**src/soh_stx_etx_frame_parser_crc16_defines.svh**
```systemverilog
// Assertion macros shared by the frame parser RTL.
`ifndef SOH_STX_ETX_FRAME_PARSER_CRC16_DEFINES_SVH
`define SOH_STX_ETX_FRAME_PARSER_CRC16_DEFINES_SVH

// Same-cycle implication, disabled while reset is asserted.
`define SFP_ASSERT_IMPL(label, clk, rst_n, ante, cons, msg) \
    label: assert property (@(posedge clk) disable iff (!rst_n) (ante) |-> (cons)) \
        else $error(msg);

// Next-cycle implication, disabled while reset is asserted.
`define SFP_ASSERT_NEXT(label, clk, rst_n, ante, cons, msg) \
    label: assert property (@(posedge clk) disable iff (!rst_n) (ante) |=> (cons)) \
        else $error(msg);

`endif

```
**src/sfp_pkg.sv**
```systemverilog
package sfp_pkg;

    localparam int MAX_FRAME = 1024;
    localparam int POS_W     = $clog2(MAX_FRAME);
    localparam int CMP_W     = (POS_W >= 8) ? POS_W + 1 : 9;

    localparam logic [7:0] CH_SOH = 8'h01;
    localparam logic [7:0] CH_STX = 8'h02;
    localparam logic [7:0] CH_ETX = 8'h03;

    localparam logic [15:0] CRC_INIT = 16'hFFFF;

    localparam logic KIND_PAYLOAD = 1'b0;
    localparam logic KIND_STATUS  = 1'b1;

    localparam logic [3:0] ST_OK          = 4'd0;
    localparam logic [3:0] ST_SHORT       = 4'd1;
    localparam logic [3:0] ST_HEADER      = 4'd2;
    localparam logic [3:0] ST_PROTOCOL    = 4'd3;
    localparam logic [3:0] ST_INPORT      = 4'd4;
    localparam logic [3:0] ST_OUTPORT     = 4'd5;
    localparam logic [3:0] ST_LEN_HEX     = 4'd6;
    localparam logic [3:0] ST_LEN_MISMATCH = 4'd7;
    localparam logic [3:0] ST_CRC_HEX     = 4'd8;
    localparam logic [3:0] ST_CRC_MISMATCH = 4'd9;
    localparam logic [3:0] ST_TOO_LONG    = 4'd10;

    localparam logic [1:0] REG_UDP_CODE = 2'd0;
    localparam logic [1:0] REG_TCP_CODE = 2'd1;
    localparam logic [1:0] REG_MIN_LEN  = 2'd2;

    localparam logic [7:0] RST_UDP_CODE = 8'd85;
    localparam logic [7:0] RST_TCP_CODE = 8'd84;
    localparam logic [7:0] RST_MIN_LEN  = 8'd20;

    typedef enum logic {
        PH_HUNT,
        PH_FRAME
    } phase_t;

    typedef struct packed {
        logic [7:0] udp_code;
        logic [7:0] tcp_code;
        logic [7:0] min_frame_len;
    } cfg_t;

    typedef struct packed {
        logic       valid;
        logic [7:0] data;
    } byte_item_t;

    typedef struct packed {
        logic        item_kind;
        logic [7:0]  payload_char;
        logic [3:0]  status;
        logic [7:0]  protocol;
        logic [15:0] source_port;
        logic [15:0] dest_port;
        logic [15:0] text_length;
        logic [15:0] frame_check;
    } result_t;

    // {bad, value}: bad is set for anything but 0-9, a-f, A-F
    function automatic logic [4:0] hex_decode(input logic [7:0] c);
        logic [4:0] r;
        r = 5'b1_0000;
        if (c >= 8'h30 && c <= 8'h39)
            r = {1'b0, 4'(c - 8'h30)};
        else if (c >= 8'h61 && c <= 8'h66)
            r = {1'b0, 4'(c - 8'h57)};
        else if (c >= 8'h41 && c <= 8'h46)
            r = {1'b0, 4'(c - 8'h37)};
        return r;
    endfunction

    // CRC-16/CCITT-FALSE, one byte, table-free form
    function automatic logic [15:0] crc_step(input logic [15:0] crc, input logic [7:0] b);
        logic [7:0] x;
        x = crc[15:8] ^ b;
        x = x ^ {4'b0, x[7:4]};
        return {crc[7:0], 8'h00} ^ {x[3:0], 12'h000} ^ {3'b000, x, 5'b00000}
               ^ {8'h00, x};
    endfunction

    // keep the lowest code seen so far
    function automatic logic [3:0] note_error(input logic [3:0] e, input logic [3:0] code);
        return (e == ST_OK || code < e) ? code : e;
    endfunction

endpackage

```
**src/sfp_cfg_regs.sv**
```systemverilog
module sfp_cfg_regs
(
    input  logic             clk,
    input  logic             rst_n,
    input  logic             psel,
    input  logic             penable,
    input  logic             pwrite,
    input  logic [3:0]       paddr,
    input  logic [31:0]      pwdata,
    output logic [31:0]      prdata,
    output logic             pready,
    output sfp_pkg::cfg_t    cfg
);

    sfp_pkg::cfg_t cfg_reg;
    sfp_pkg::cfg_t cfg_next;
    logic          wr_en;

    assign pready = 1'b1;
    assign wr_en  = psel && penable && pwrite && pready;
    assign cfg    = cfg_reg;

    always_comb
    begin
        cfg_next = cfg_reg;
        if (wr_en)
        begin
            case (paddr[3:2])
                sfp_pkg::REG_UDP_CODE: cfg_next.udp_code      = pwdata[7:0];
                sfp_pkg::REG_TCP_CODE: cfg_next.tcp_code      = pwdata[7:0];
                sfp_pkg::REG_MIN_LEN:  cfg_next.min_frame_len = pwdata[7:0];
                default:               cfg_next = cfg_reg;
            endcase
        end
    end

    always_comb
    begin
        case (paddr[3:2])
            sfp_pkg::REG_UDP_CODE: prdata = {24'h0, cfg_reg.udp_code};
            sfp_pkg::REG_TCP_CODE: prdata = {24'h0, cfg_reg.tcp_code};
            sfp_pkg::REG_MIN_LEN:  prdata = {24'h0, cfg_reg.min_frame_len};
            default:               prdata = 32'h0;
        endcase
    end

    always_ff @(posedge clk or negedge rst_n)
    begin
        if (!rst_n)
        begin
            cfg_reg.udp_code      <= sfp_pkg::RST_UDP_CODE;
            cfg_reg.tcp_code      <= sfp_pkg::RST_TCP_CODE;
            cfg_reg.min_frame_len <= sfp_pkg::RST_MIN_LEN;
        end
        else
        begin
            cfg_reg <= cfg_next;
        end
    end

endmodule

```
**src/sfp_in_stage.sv**
```systemverilog
module sfp_in_stage
(
    input  logic                 clk,
    input  logic                 rst_n,
    input  logic                 s_tvalid,
    output logic                 s_tready,
    input  logic [7:0]           s_tdata,
    input  logic                 take,
    output sfp_pkg::byte_item_t  item
);

    logic       valid_reg;
    logic       valid_next;
    logic [7:0] data_reg;
    logic       load;

    // free slot, or the held byte leaves this cycle
    assign s_tready = !valid_reg || take;
    assign load     = s_tvalid && s_tready;

    always_comb
    begin
        valid_next = valid_reg;
        if (load)
            valid_next = 1'b1;
        else if (take)
            valid_next = 1'b0;
    end

    always_ff @(posedge clk or negedge rst_n)
    begin
        if (!rst_n)
            valid_reg <= 1'b0;
        else
            valid_reg <= valid_next;
    end

    always_ff @(posedge clk)
    begin
        if (load)
            data_reg <= s_tdata;
    end

    assign item.valid = valid_reg;
    assign item.data  = data_reg;

endmodule

```
**src/sfp_frame_core.sv**
```systemverilog
`include "soh_stx_etx_frame_parser_crc16_defines.svh"

module sfp_frame_core
(
    input  logic                 clk,
    input  logic                 rst_n,
    input  sfp_pkg::cfg_t        cfg,
    input  logic                 advance,
    input  logic [7:0]           data_byte,
    output logic                 res_valid,
    output sfp_pkg::result_t     res
);

    localparam int PW = sfp_pkg::POS_W;
    localparam int CW = sfp_pkg::CMP_W;

    sfp_pkg::phase_t       phase_reg, phase_next;
    logic [PW-1:0]         pos_reg, pos_next;
    logic [PW-1:0]         count_reg, count_next;
    logic [3:0]            err_reg, err_next;
    logic [15:0]           crc_reg, crc_next;
    logic [7:0]            proto_reg, proto_next;
    logic [15:0]           in_port_reg, in_port_next;
    logic [15:0]           out_port_reg, out_port_next;
    logic [15:0]           len_reg, len_next;
    logic [7:0]            tail_reg [4];
    logic [7:0]            tail_next [4];

    logic [4:0]            hex_in;
    logic [4:0]            hex_tail [4];
    logic                  tail_bad;
    logic [15:0]           tail_fc;
    logic [3:0]            etx_err;
    logic [CW-1:0]         frame_len;

    always_comb
    begin
        for (int k = 0; k < 4; k++)
            hex_tail[k] = sfp_pkg::hex_decode(tail_reg[k]);
        tail_bad = hex_tail[0][4] | hex_tail[1][4] | hex_tail[2][4] | hex_tail[3][4];
        tail_fc  = {hex_tail[0][3:0], hex_tail[1][3:0], hex_tail[2][3:0], hex_tail[3][3:0]};
    end

    assign hex_in    = sfp_pkg::hex_decode(data_byte);
    assign frame_len = CW'(pos_reg) + CW'(1);

    always_comb
    begin
        phase_next    = phase_reg;
        pos_next      = pos_reg;
        count_next    = count_reg;
        err_next      = err_reg;
        crc_next      = crc_reg;
        proto_next    = proto_reg;
        in_port_next  = in_port_reg;
        out_port_next = out_port_reg;
        len_next      = len_reg;
        for (int k = 0; k < 4; k++)
            tail_next[k] = tail_reg[k];
        etx_err   = err_reg;
        res_valid = 1'b0;
        res       = '0;

        if (advance)
        begin
            case (phase_reg)
                sfp_pkg::PH_HUNT:
                begin
                    if (data_byte == sfp_pkg::CH_SOH)
                    begin
                        phase_next    = sfp_pkg::PH_FRAME;
                        pos_next      = PW'(1);
                        crc_next      = sfp_pkg::CRC_INIT;
                        tail_next[0]  = 8'h00;
                        tail_next[1]  = 8'h00;
                        tail_next[2]  = 8'h00;
                        tail_next[3]  = sfp_pkg::CH_SOH;
                        err_next      = sfp_pkg::ST_OK;
                        proto_next    = 8'h00;
                        in_port_next  = 16'h0;
                        out_port_next = 16'h0;
                        len_next      = 16'h0;
                        count_next    = '0;
                    end
                end

                sfp_pkg::PH_FRAME:
                begin
                    if (data_byte == sfp_pkg::CH_ETX)
                    begin
                        if (pos_reg <= PW'(10))
                            etx_err = sfp_pkg::note_error(etx_err, sfp_pkg::ST_HEADER);
                        if (pos_reg > PW'(10) && pos_reg <= PW'(14))
                            etx_err = sfp_pkg::note_error(etx_err, sfp_pkg::ST_LEN_HEX);
                        if (pos_reg < PW'(19) || 16'(count_reg) != len_reg)
                            etx_err = sfp_pkg::note_error(etx_err, sfp_pkg::ST_LEN_MISMATCH);
                        if (tail_bad)
                            etx_err = sfp_pkg::note_error(etx_err, sfp_pkg::ST_CRC_HEX);
                        else if (tail_fc != crc_reg)
                            etx_err = sfp_pkg::note_error(etx_err, sfp_pkg::ST_CRC_MISMATCH);
                        if (frame_len < CW'(cfg.min_frame_len))
                            etx_err = sfp_pkg::ST_SHORT;

                        res_valid     = 1'b1;
                        res.item_kind = sfp_pkg::KIND_STATUS;
                        res.status    = etx_err;
                        if (etx_err == sfp_pkg::ST_OK)
                        begin
                            res.protocol    = proto_reg;
                            res.source_port = in_port_reg;
                            res.dest_port   = out_port_reg;
                            res.text_length = len_reg;
                            res.frame_check = tail_fc;
                        end
                        phase_next = sfp_pkg::PH_HUNT;
                    end
                    else if (pos_reg == PW'(sfp_pkg::MAX_FRAME - 1))
                    begin
                        res_valid     = 1'b1;
                        res.item_kind = sfp_pkg::KIND_STATUS;
                        res.status    = sfp_pkg::ST_TOO_LONG;
                        phase_next    = sfp_pkg::PH_HUNT;
                    end
                    else
                    begin
                        if (pos_reg < PW'(10) && data_byte == sfp_pkg::CH_STX)
                            err_next = sfp_pkg::note_error(err_next, sfp_pkg::ST_HEADER);

                        case (pos_reg) inside
                            PW'(1):
                            begin
                                proto_next = data_byte;
                                if (data_byte != cfg.udp_code && data_byte != cfg.tcp_code)
                                    err_next = sfp_pkg::note_error(err_next,
                                                                   sfp_pkg::ST_PROTOCOL);
                            end
                            [PW'(2):PW'(5)]:
                            begin
                                in_port_next = {in_port_reg[11:0],
                                                hex_in[4] ? 4'h0 : hex_in[3:0]};
                                if (hex_in[4])
                                    err_next = sfp_pkg::note_error(err_next, sfp_pkg::ST_INPORT);
                            end
                            [PW'(6):PW'(9)]:
                            begin
                                out_port_next = {out_port_reg[11:0],
                                                 hex_in[4] ? 4'h0 : hex_in[3:0]};
                                if (hex_in[4])
                                    err_next = sfp_pkg::note_error(err_next,
                                                                   sfp_pkg::ST_OUTPORT);
                            end
                            PW'(10):
                            begin
                                if (data_byte != sfp_pkg::CH_STX)
                                    err_next = sfp_pkg::note_error(err_next, sfp_pkg::ST_HEADER);
                            end
                            [PW'(11):PW'(14)]:
                            begin
                                len_next = {len_reg[11:0], hex_in[4] ? 4'h0 : hex_in[3:0]};
                                if (hex_in[4])
                                    err_next = sfp_pkg::note_error(err_next,
                                                                   sfp_pkg::ST_LEN_HEX);
                            end
                            default:
                            begin
                                proto_next = proto_reg;
                            end
                        endcase

                        // fold the byte leaving the delay line; payload once past the header
                        if (pos_reg >= PW'(4))
                            crc_next = sfp_pkg::crc_step(crc_reg, tail_reg[0]);
                        if (pos_reg >= PW'(19))
                        begin
                            count_next = count_reg + PW'(1);
                            if (err_next != sfp_pkg::ST_HEADER)
                            begin
                                res_valid        = 1'b1;
                                res.item_kind    = sfp_pkg::KIND_PAYLOAD;
                                res.payload_char = tail_reg[0];
                            end
                        end

                        tail_next[0] = tail_reg[1];
                        tail_next[1] = tail_reg[2];
                        tail_next[2] = tail_reg[3];
                        tail_next[3] = data_byte;
                        pos_next     = pos_reg + PW'(1);
                    end
                end

                default:
                begin
                    phase_next = sfp_pkg::PH_HUNT;
                end
            endcase
        end
    end

    always_ff @(posedge clk or negedge rst_n)
    begin
        if (!rst_n)
        begin
            phase_reg <= sfp_pkg::PH_HUNT;
            pos_reg   <= '0;
            count_reg <= '0;
            err_reg   <= sfp_pkg::ST_OK;
        end
        else
        begin
            phase_reg <= phase_next;
            pos_reg   <= pos_next;
            count_reg <= count_next;
            err_reg   <= err_next;
        end
    end

    always_ff @(posedge clk)
    begin
        crc_reg      <= crc_next;
        proto_reg    <= proto_next;
        in_port_reg  <= in_port_next;
        out_port_reg <= out_port_next;
        len_reg      <= len_next;
        for (int k = 0; k < 4; k++)
            tail_reg[k] <= tail_next[k];
    end

    `SFP_ASSERT_IMPL(a_hunt_silent, clk, rst_n,
        advance && phase_reg == sfp_pkg::PH_HUNT, !res_valid,
        "result produced while hunting for SOH")
    `SFP_ASSERT_NEXT(a_status_closes, clk, rst_n,
        advance && res_valid && res.item_kind == sfp_pkg::KIND_STATUS,
        phase_reg == sfp_pkg::PH_HUNT,
        "frame still open after status item")
    `SFP_ASSERT_IMPL(a_payload_pos, clk, rst_n,
        advance && res_valid && res.item_kind == sfp_pkg::KIND_PAYLOAD,
        pos_reg >= PW'(19),
        "payload character emitted inside the header")
    `SFP_ASSERT_IMPL(a_ok_clean, clk, rst_n,
        advance && res_valid && res.item_kind == sfp_pkg::KIND_STATUS
            && res.status == sfp_pkg::ST_OK,
        err_reg == sfp_pkg::ST_OK,
        "ok status despite a recorded header error")
    `SFP_ASSERT_IMPL(a_pos_nonzero, clk, rst_n,
        phase_reg == sfp_pkg::PH_FRAME, pos_reg != '0,
        "frame open with zero byte position")

endmodule

```
**src/sfp_out_stage.sv**
```systemverilog
module sfp_out_stage
(
    input  logic              clk,
    input  logic              rst_n,
    input  logic              load,
    input  sfp_pkg::result_t  res,
    output logic              out_free,
    output logic              m_tvalid,
    input  logic              m_tready,
    output sfp_pkg::result_t  out_item
);

    logic             valid_reg;
    logic             valid_next;
    sfp_pkg::result_t data_reg;

    assign out_free = !valid_reg || m_tready;

    always_comb
    begin
        valid_next = valid_reg;
        if (load)
            valid_next = 1'b1;
        else if (m_tready)
            valid_next = 1'b0;
    end

    always_ff @(posedge clk or negedge rst_n)
    begin
        if (!rst_n)
            valid_reg <= 1'b0;
        else
            valid_reg <= valid_next;
    end

    always_ff @(posedge clk)
    begin
        if (load)
            data_reg <= res;
    end

    assign m_tvalid = valid_reg;
    assign out_item = data_reg;

endmodule

```
**src/soh_stx_etx_frame_parser_crc16.sv**
```systemverilog
// SOH/STX/ETX frame parser with CRC-16/CCITT-FALSE check. Bytes arrive on
// the slave stream one per transfer; the parser drops everything until SOH,
// then walks the frame (protocol byte, two 4-digit hex ports, STX, 4-digit
// hex length, payload text, 4 hex CRC digits, ETX). Payload characters are
// sent out raw on the master stream as they leave a 4-byte delay line, so
// the CRC digits are never sent as payload. At ETX one status transfer goes
// out (m_tuser = 1) carrying the lowest error code found, or on success the
// protocol byte, ports, declared length and received CRC. A frame that
// reaches MAX_FRAME bytes without ETX ends in a too-long status and the
// parser resumes hunting. Rate: one byte per clock cycle, sustained while
// m_tready stays high; the limit is the state update (CRC byte step, hex
// field shifts, position counter) between the input register and the
// output register. A result held by a low m_tready stalls the parser.
// Each accepted byte is held in the input register, and its result in the
// output register. No clearing pass after reset. Configuration
// (APB, registers at 0x0 udp_code, 0x4 tcp_code, 0x8 min_frame_len) should
// only be written while no frame is in progress.

module soh_stx_etx_frame_parser_crc16
(
    input  logic        clk,
    input  logic        rst_n,

    // slave stream
    input  logic        s_tvalid,
    output logic        s_tready,
    input  logic [7:0]  s_tdata,    // [7:0] data_byte

    // master stream
    output logic        m_tvalid,
    input  logic        m_tready,
    output logic [87:0] m_tdata,    // [7:0] payload_char, [11:8] status,
                                    // [19:12] protocol, [35:20] source_port,
                                    // [51:36] dest_port, [67:52] text_length,
                                    // [83:68] frame_check, [87:84] zero
    output logic [0:0]  m_tuser,    // [0] item_kind

    // configuration
    input  logic        psel,
    input  logic        penable,
    input  logic        pwrite,
    input  logic [3:0]  paddr,
    input  logic [31:0] pwdata,
    output logic [31:0] prdata,
    output logic        pready
);

    sfp_pkg::cfg_t       cfg;
    sfp_pkg::byte_item_t in_item;
    sfp_pkg::result_t    res;
    sfp_pkg::result_t    out_item;
    logic                res_valid;
    logic                out_free;
    logic                advance;

    // process the held byte when the output register can take a result
    assign advance = in_item.valid && out_free;

    sfp_cfg_regs u_cfg
    (
        .clk     (clk),
        .rst_n   (rst_n),
        .psel    (psel),
        .penable (penable),
        .pwrite  (pwrite),
        .paddr   (paddr),
        .pwdata  (pwdata),
        .prdata  (prdata),
        .pready  (pready),
        .cfg     (cfg)
    );

    sfp_in_stage u_in
    (
        .clk      (clk),
        .rst_n    (rst_n),
        .s_tvalid (s_tvalid),
        .s_tready (s_tready),
        .s_tdata  (s_tdata),
        .take     (advance),
        .item     (in_item)
    );

    sfp_frame_core u_core
    (
        .clk       (clk),
        .rst_n     (rst_n),
        .cfg       (cfg),
        .advance   (advance),
        .data_byte (in_item.data),
        .res_valid (res_valid),
        .res       (res)
    );

    sfp_out_stage u_out
    (
        .clk      (clk),
        .rst_n    (rst_n),
        .load     (advance && res_valid),
        .res      (res),
        .out_free (out_free),
        .m_tvalid (m_tvalid),
        .m_tready (m_tready),
        .out_item (out_item)
    );

    // pack the result, first field in the lowest bits
    assign m_tdata = {4'h0,
                      out_item.frame_check,
                      out_item.text_length,
                      out_item.dest_port,
                      out_item.source_port,
                      out_item.protocol,
                      out_item.status,
                      out_item.payload_char};
    assign m_tuser = out_item.item_kind;

endmodule
```
**config.mk**
```make
export PLATFORM = sky130hd
export DESIGN_NAME = soh_stx_etx_frame_parser_crc16
export DESIGN_NICKNAME = d
export VERILOG_FILES = /design/src/sfp_pkg.sv /design/src/sfp_cfg_regs.sv /design/src/sfp_in_stage.sv /design/src/sfp_frame_core.sv /design/src/sfp_out_stage.sv /design/src/soh_stx_etx_frame_parser_crc16.sv
export VERILOG_INCLUDE_DIRS = /design/src /design/src/src
export SDC_FILE = /design/constraint.sdc
export NUM_CORES = 1
export LEC_CHECK = 0
export BUFFER_PORTS_ARGS = -buffer_cell sky130_fd_sc_hd__buf_2
export CORE_MARGIN = 1
export CORE_UTILIZATION = 52
export CTS_BUF_LIST = sky130_fd_sc_hd__clkbuf_4 sky130_fd_sc_hd__clkbuf_8 sky130_fd_sc_hd__clkbuf_16
export CTS_CLUSTER_SIZE = 16
export DETAILED_ROUTE_END_ITERATION = 16
export PLACE_DENSITY = 0.85
export SLEW_MARGIN = 20
export SYNTH_ARGS = -nofsm -noshare
export SYNTH_HDL_FRONTEND = slang
export SYNTH_SLANG_ARGS = --single-unit
```
**constraint.sdc**
```tcl
create_clock -name clk -period 7.8 [get_ports clk]
set_input_delay 1.56 -clock clk [delete_from_list [all_inputs] [get_ports clk]]
set_output_delay 1.56 -clock clk [all_outputs]
set_load 0.05 [all_outputs]
```
==> flow_metrics.tcl <==
set metrics [dict create \
    status "complete, no violations" \
    total_detailed_routing_wirelength_mm 26.60 \
    number_of_remaining_drc_errors 0 \
    holdBufCountCts 0 \
    type_of_origin_of_the_critical_path "flip-flop" \
    final.setup_skew_ns 0.01354 \
    synth_enable_flop_cells 197 \
    gpl.final_weighted_congestion 0.9202 \
    synth.cell_area_sq_um 12630 \
    synth_ff_type "edfxtp_1" \
    drt_first_iter_violations 651 \
    grt_antenna_before_repair 0 \
    maxClockFrequency_ghz 0.2218 \
    layout.cells.most_common "edfxtp_1" \
    tritoncts "done" \
    timing.final.hold_violations 0 \
    final.setup.tns_ns 0 \
    buffer_ports.inserted 119 \
    commonest_cells_after_routing_fill_and_taps_aside "edfxtp_1 (197), buf_2 (119), nand2_1 (86)" \
    critical_path_class "reg -> reg" \
    period_share_pct 57.80 \
    area.sequential_sq_um 7204 \
    fin_crit_ns 4.508 \
    first_global_vias 8210 \
    arr_time_crit_path_ns 4.66 \
    synth.yosys.warnings 0 \
    proportion_of_layout_cells_with_a_drive_suffix_above_1_pct 18.97 \
    die_area_sq_um 24910 \
    syn2layout_area_growth_pct 12.98 \
    grt_overflow 0 \
    cts_buffer_depth 3 \
    via_count 8565 \
    worst-path-max-fanout 80 \
    wl_met3_mm 1.814 \
    worst_slew_margin_rel_pct 33.15 \
    yosysUniqueCellTypes 79 \
    end_kind "flip-flop" \
    post-cts-setup-buffers 0 \
    path_clk_slew_ns 0.06 \
    worst_ep_required_time_ns 7.96 \
    core_area_sq_um 23610 \
    synth_seq_cells 248 \
    finalSetupViolCount 0 \
    ys_seq_area_share_pct 57.05 \
    fp.dieH_microns 157.8 \
    synth-async-reset-ratio_pct 20.56 \
    critical-path-max-stage-delay_ns 0.80 \
    cpMaxStageDelayCell "buf_4" \
    design_power_total_w 0.003567 \
    maxCapViolations 0 \
    antenna_diodes 0 \
    count_of_antenna_violating_nets_left_after_detailed_routing 0 \
    cpMostUsedCell "a2111oi_2" \
    groute.usage.overall_pct 21.80 \
    topRoutingLayerUsed "met4" \
    area_taken_by_multi_input_logic_gates_sq_um 4999 \
    cts-root-buf "clkbuf_16" \
    tritoncts.num_buffers 26 \
    path_cells "inv_1 > ha_1 > o21bai_1 > a2111oi_2 > a31o_2 > a2111oi_2 > nand2_1 > a21oi_1 > or4_1 > a31oi_4 > buf_4" \
    cts_resized 0 \
    drt-pass1-iter-count 6 \
    dp.final_hpwl_mm 18.60 \
    power.ir.vdd_worst_uv 176.6 \
    timing.hold.worst.class "reg -> reg" \
    nets 1281 \
    detail_route.vias_per_cell 5.573 \
    fp-row-count 56 \
    wl_per_cell_microns 17.30 \
    worst_skew_pair.late_latency_ns 0.54 \
    slew_viol_final 0 \
    initial_core_util_pct 53.47 \
    fp.dieW_microns 157.8 \
    layout.filler_cells 1795 \
    largest_reg_flops 85 \
    grt_first_pass_wirelength_mm 42.43 \
    tightestPinTransition_ns 0.9990 \
    avg_inst_size_synth_sq_um 11.60 \
    io_pins 175 \
    leakagePower_nw 5.614 \
    power.density_cell_area_nw_per_um2 250.0 \
    clock_sinks 248 \
    grt_start_max_net_pins 105 \
    dr_wl_met2_mm 13.06 \
    synthCells 1088 \
    setup_repair_after_global_routing_missed_its_margin "no" \
    cts-htree-levels 1 \
    routedLengthMet1_mm 11.07 \
]
-- power breakdown --
group	internal (W)	total, W	switching, W
logic	0.000241	0.000722	0.000481
clock network	0.000696	0.00120	0.000501
registers	0.00154	0.00165	0.000110
total	0.00248	0.00357	0.00109
-- worst max-delay path: cells and delay by family, from the launching register on --
family                   cells  cell delay (ns)
flip-flops                   1             0.59
AND/OR/NAND/NOR              2             0.58
adder cells (fa/ha/maj)      1             0.22
buffers and inverters        2             0.96
AO/OA/AOI/OAI                6             1.71
-- per-stage QoR --
step	setup WS (ns)	hold WS, ns	instance area [sq um]	std cells	utilization, %
5_1_grt	3.026	0.5553	14260	1537	60.41
3_3_place_gp	3.441	0.5242	13410	1489	56.80
4_1_cts	3.380	0.5251	14260	1537	60.41
3_5_place_dp	3.397	0.5274	13410	1489	56.80
2_1_floorplan	0.3349	0.4892	12750	1121	-
6_report	3.292	0.5337	14260	1537	60.41
-- metal layers --
metal / GRT usage (%) / up-vias
li1: - / 4084
met1: 28.41 / 4091
met2: 37.38 / 336
met3: 3.340 / 54
met4: 6.750 / 0
met5: 0 / -
-- worst paths after layout --
path | startpoint | endpoint | slack, ns | depth (start not counted)
max reg2reg | u_in.data_reg[1] | u_out.out_item[49] | 3.29 | 11
max in group asynchronous | rst_n | u_core.phase_reg | 6.17 | 2
min | u_core.proto_reg[1] | u_out.out_item[65] | 0.53 | 1
min in group asynchronous | rst_n | u_cfg.cfg[23] | 1.14 | 2
max | u_in.data_reg[1] | u_out.out_item[49] | 3.29 | 11
min reg2reg | u_core.proto_reg[1] | u_out.out_item[65] | 0.53 | 1
-- logic make-up (layout without fill, tap and decap cells) --
| group | after synthesis | count (layout) | share of synthesized area [%] |
|---|---|---|---|
| xor+xnor | 74 | 74 | 5.133 |
| buf+inv | 114 | 211 | 4.608 |
| fa+ha+maj | 33 | 33 | 3.250 |
| other cells | 2 | 35 | 0.05948 |
| simple gates | 418 | 418 | 18.56 |
| flops | 248 | 248 | 57.05 |
| mux | 31 | 31 | 2.646 |
| compound gates | 168 | 168 | 8.691 |
-- final cells by class --
class	count	share of cell area, %
tap	319	2.798
clock inverter	11	0.5350
sequential	248	50.50
clock buffer	37	5.447
multi-input combinational	759	35.04
timing repair buffer	132	4.859
inverter	31	0.8157
-- Yosys cell counts, types with 6 or more instances --
master | n | share of area [%]
a211oi_1 | 6 | 0.36
a21o_1 | 6 | 0.36
a21oi_1 | 34 | 1.3
a31oi_1 | 7 | 0.35
and2_1 | 76 | 3.8
and3_1 | 76 | 3.8
and3b_1 | 7 | 0.49
buf_2 | 6 | 0.24
buf_4 | 29 | 1.7
clkbuf_1 | 38 | 1.1
dfrtp_1 | 42 | 8.3
dfstp_2 | 9 | 1.9
edfxtp_1 | 197 | 47
ha_1 | 32 | 3.2
inv_1 | 31 | 0.92
mux2_2 | 19 | 1.7
mux2i_1 | 12 | 0.95
nand2_1 | 86 | 2.6
nand2b_1 | 18 | 0.89
nand3_1 | 23 | 0.91
nand4_1 | 13 | 0.64
nor2_1 | 50 | 1.5
nor2b_1 | 6 | 0.30
nor3_1 | 16 | 0.63
nor3b_1 | 6 | 0.36
nor4_1 | 6 | 0.30
nor4b_1 | 6 | 0.42
o211ai_1 | 8 | 0.48
o21ai_0 | 52 | 2.1
or3_1 | 7 | 0.35
xnor2_1 | 55 | 3.8
xor2_1 | 19 | 1.3
(Power assumes the default switching activity.)
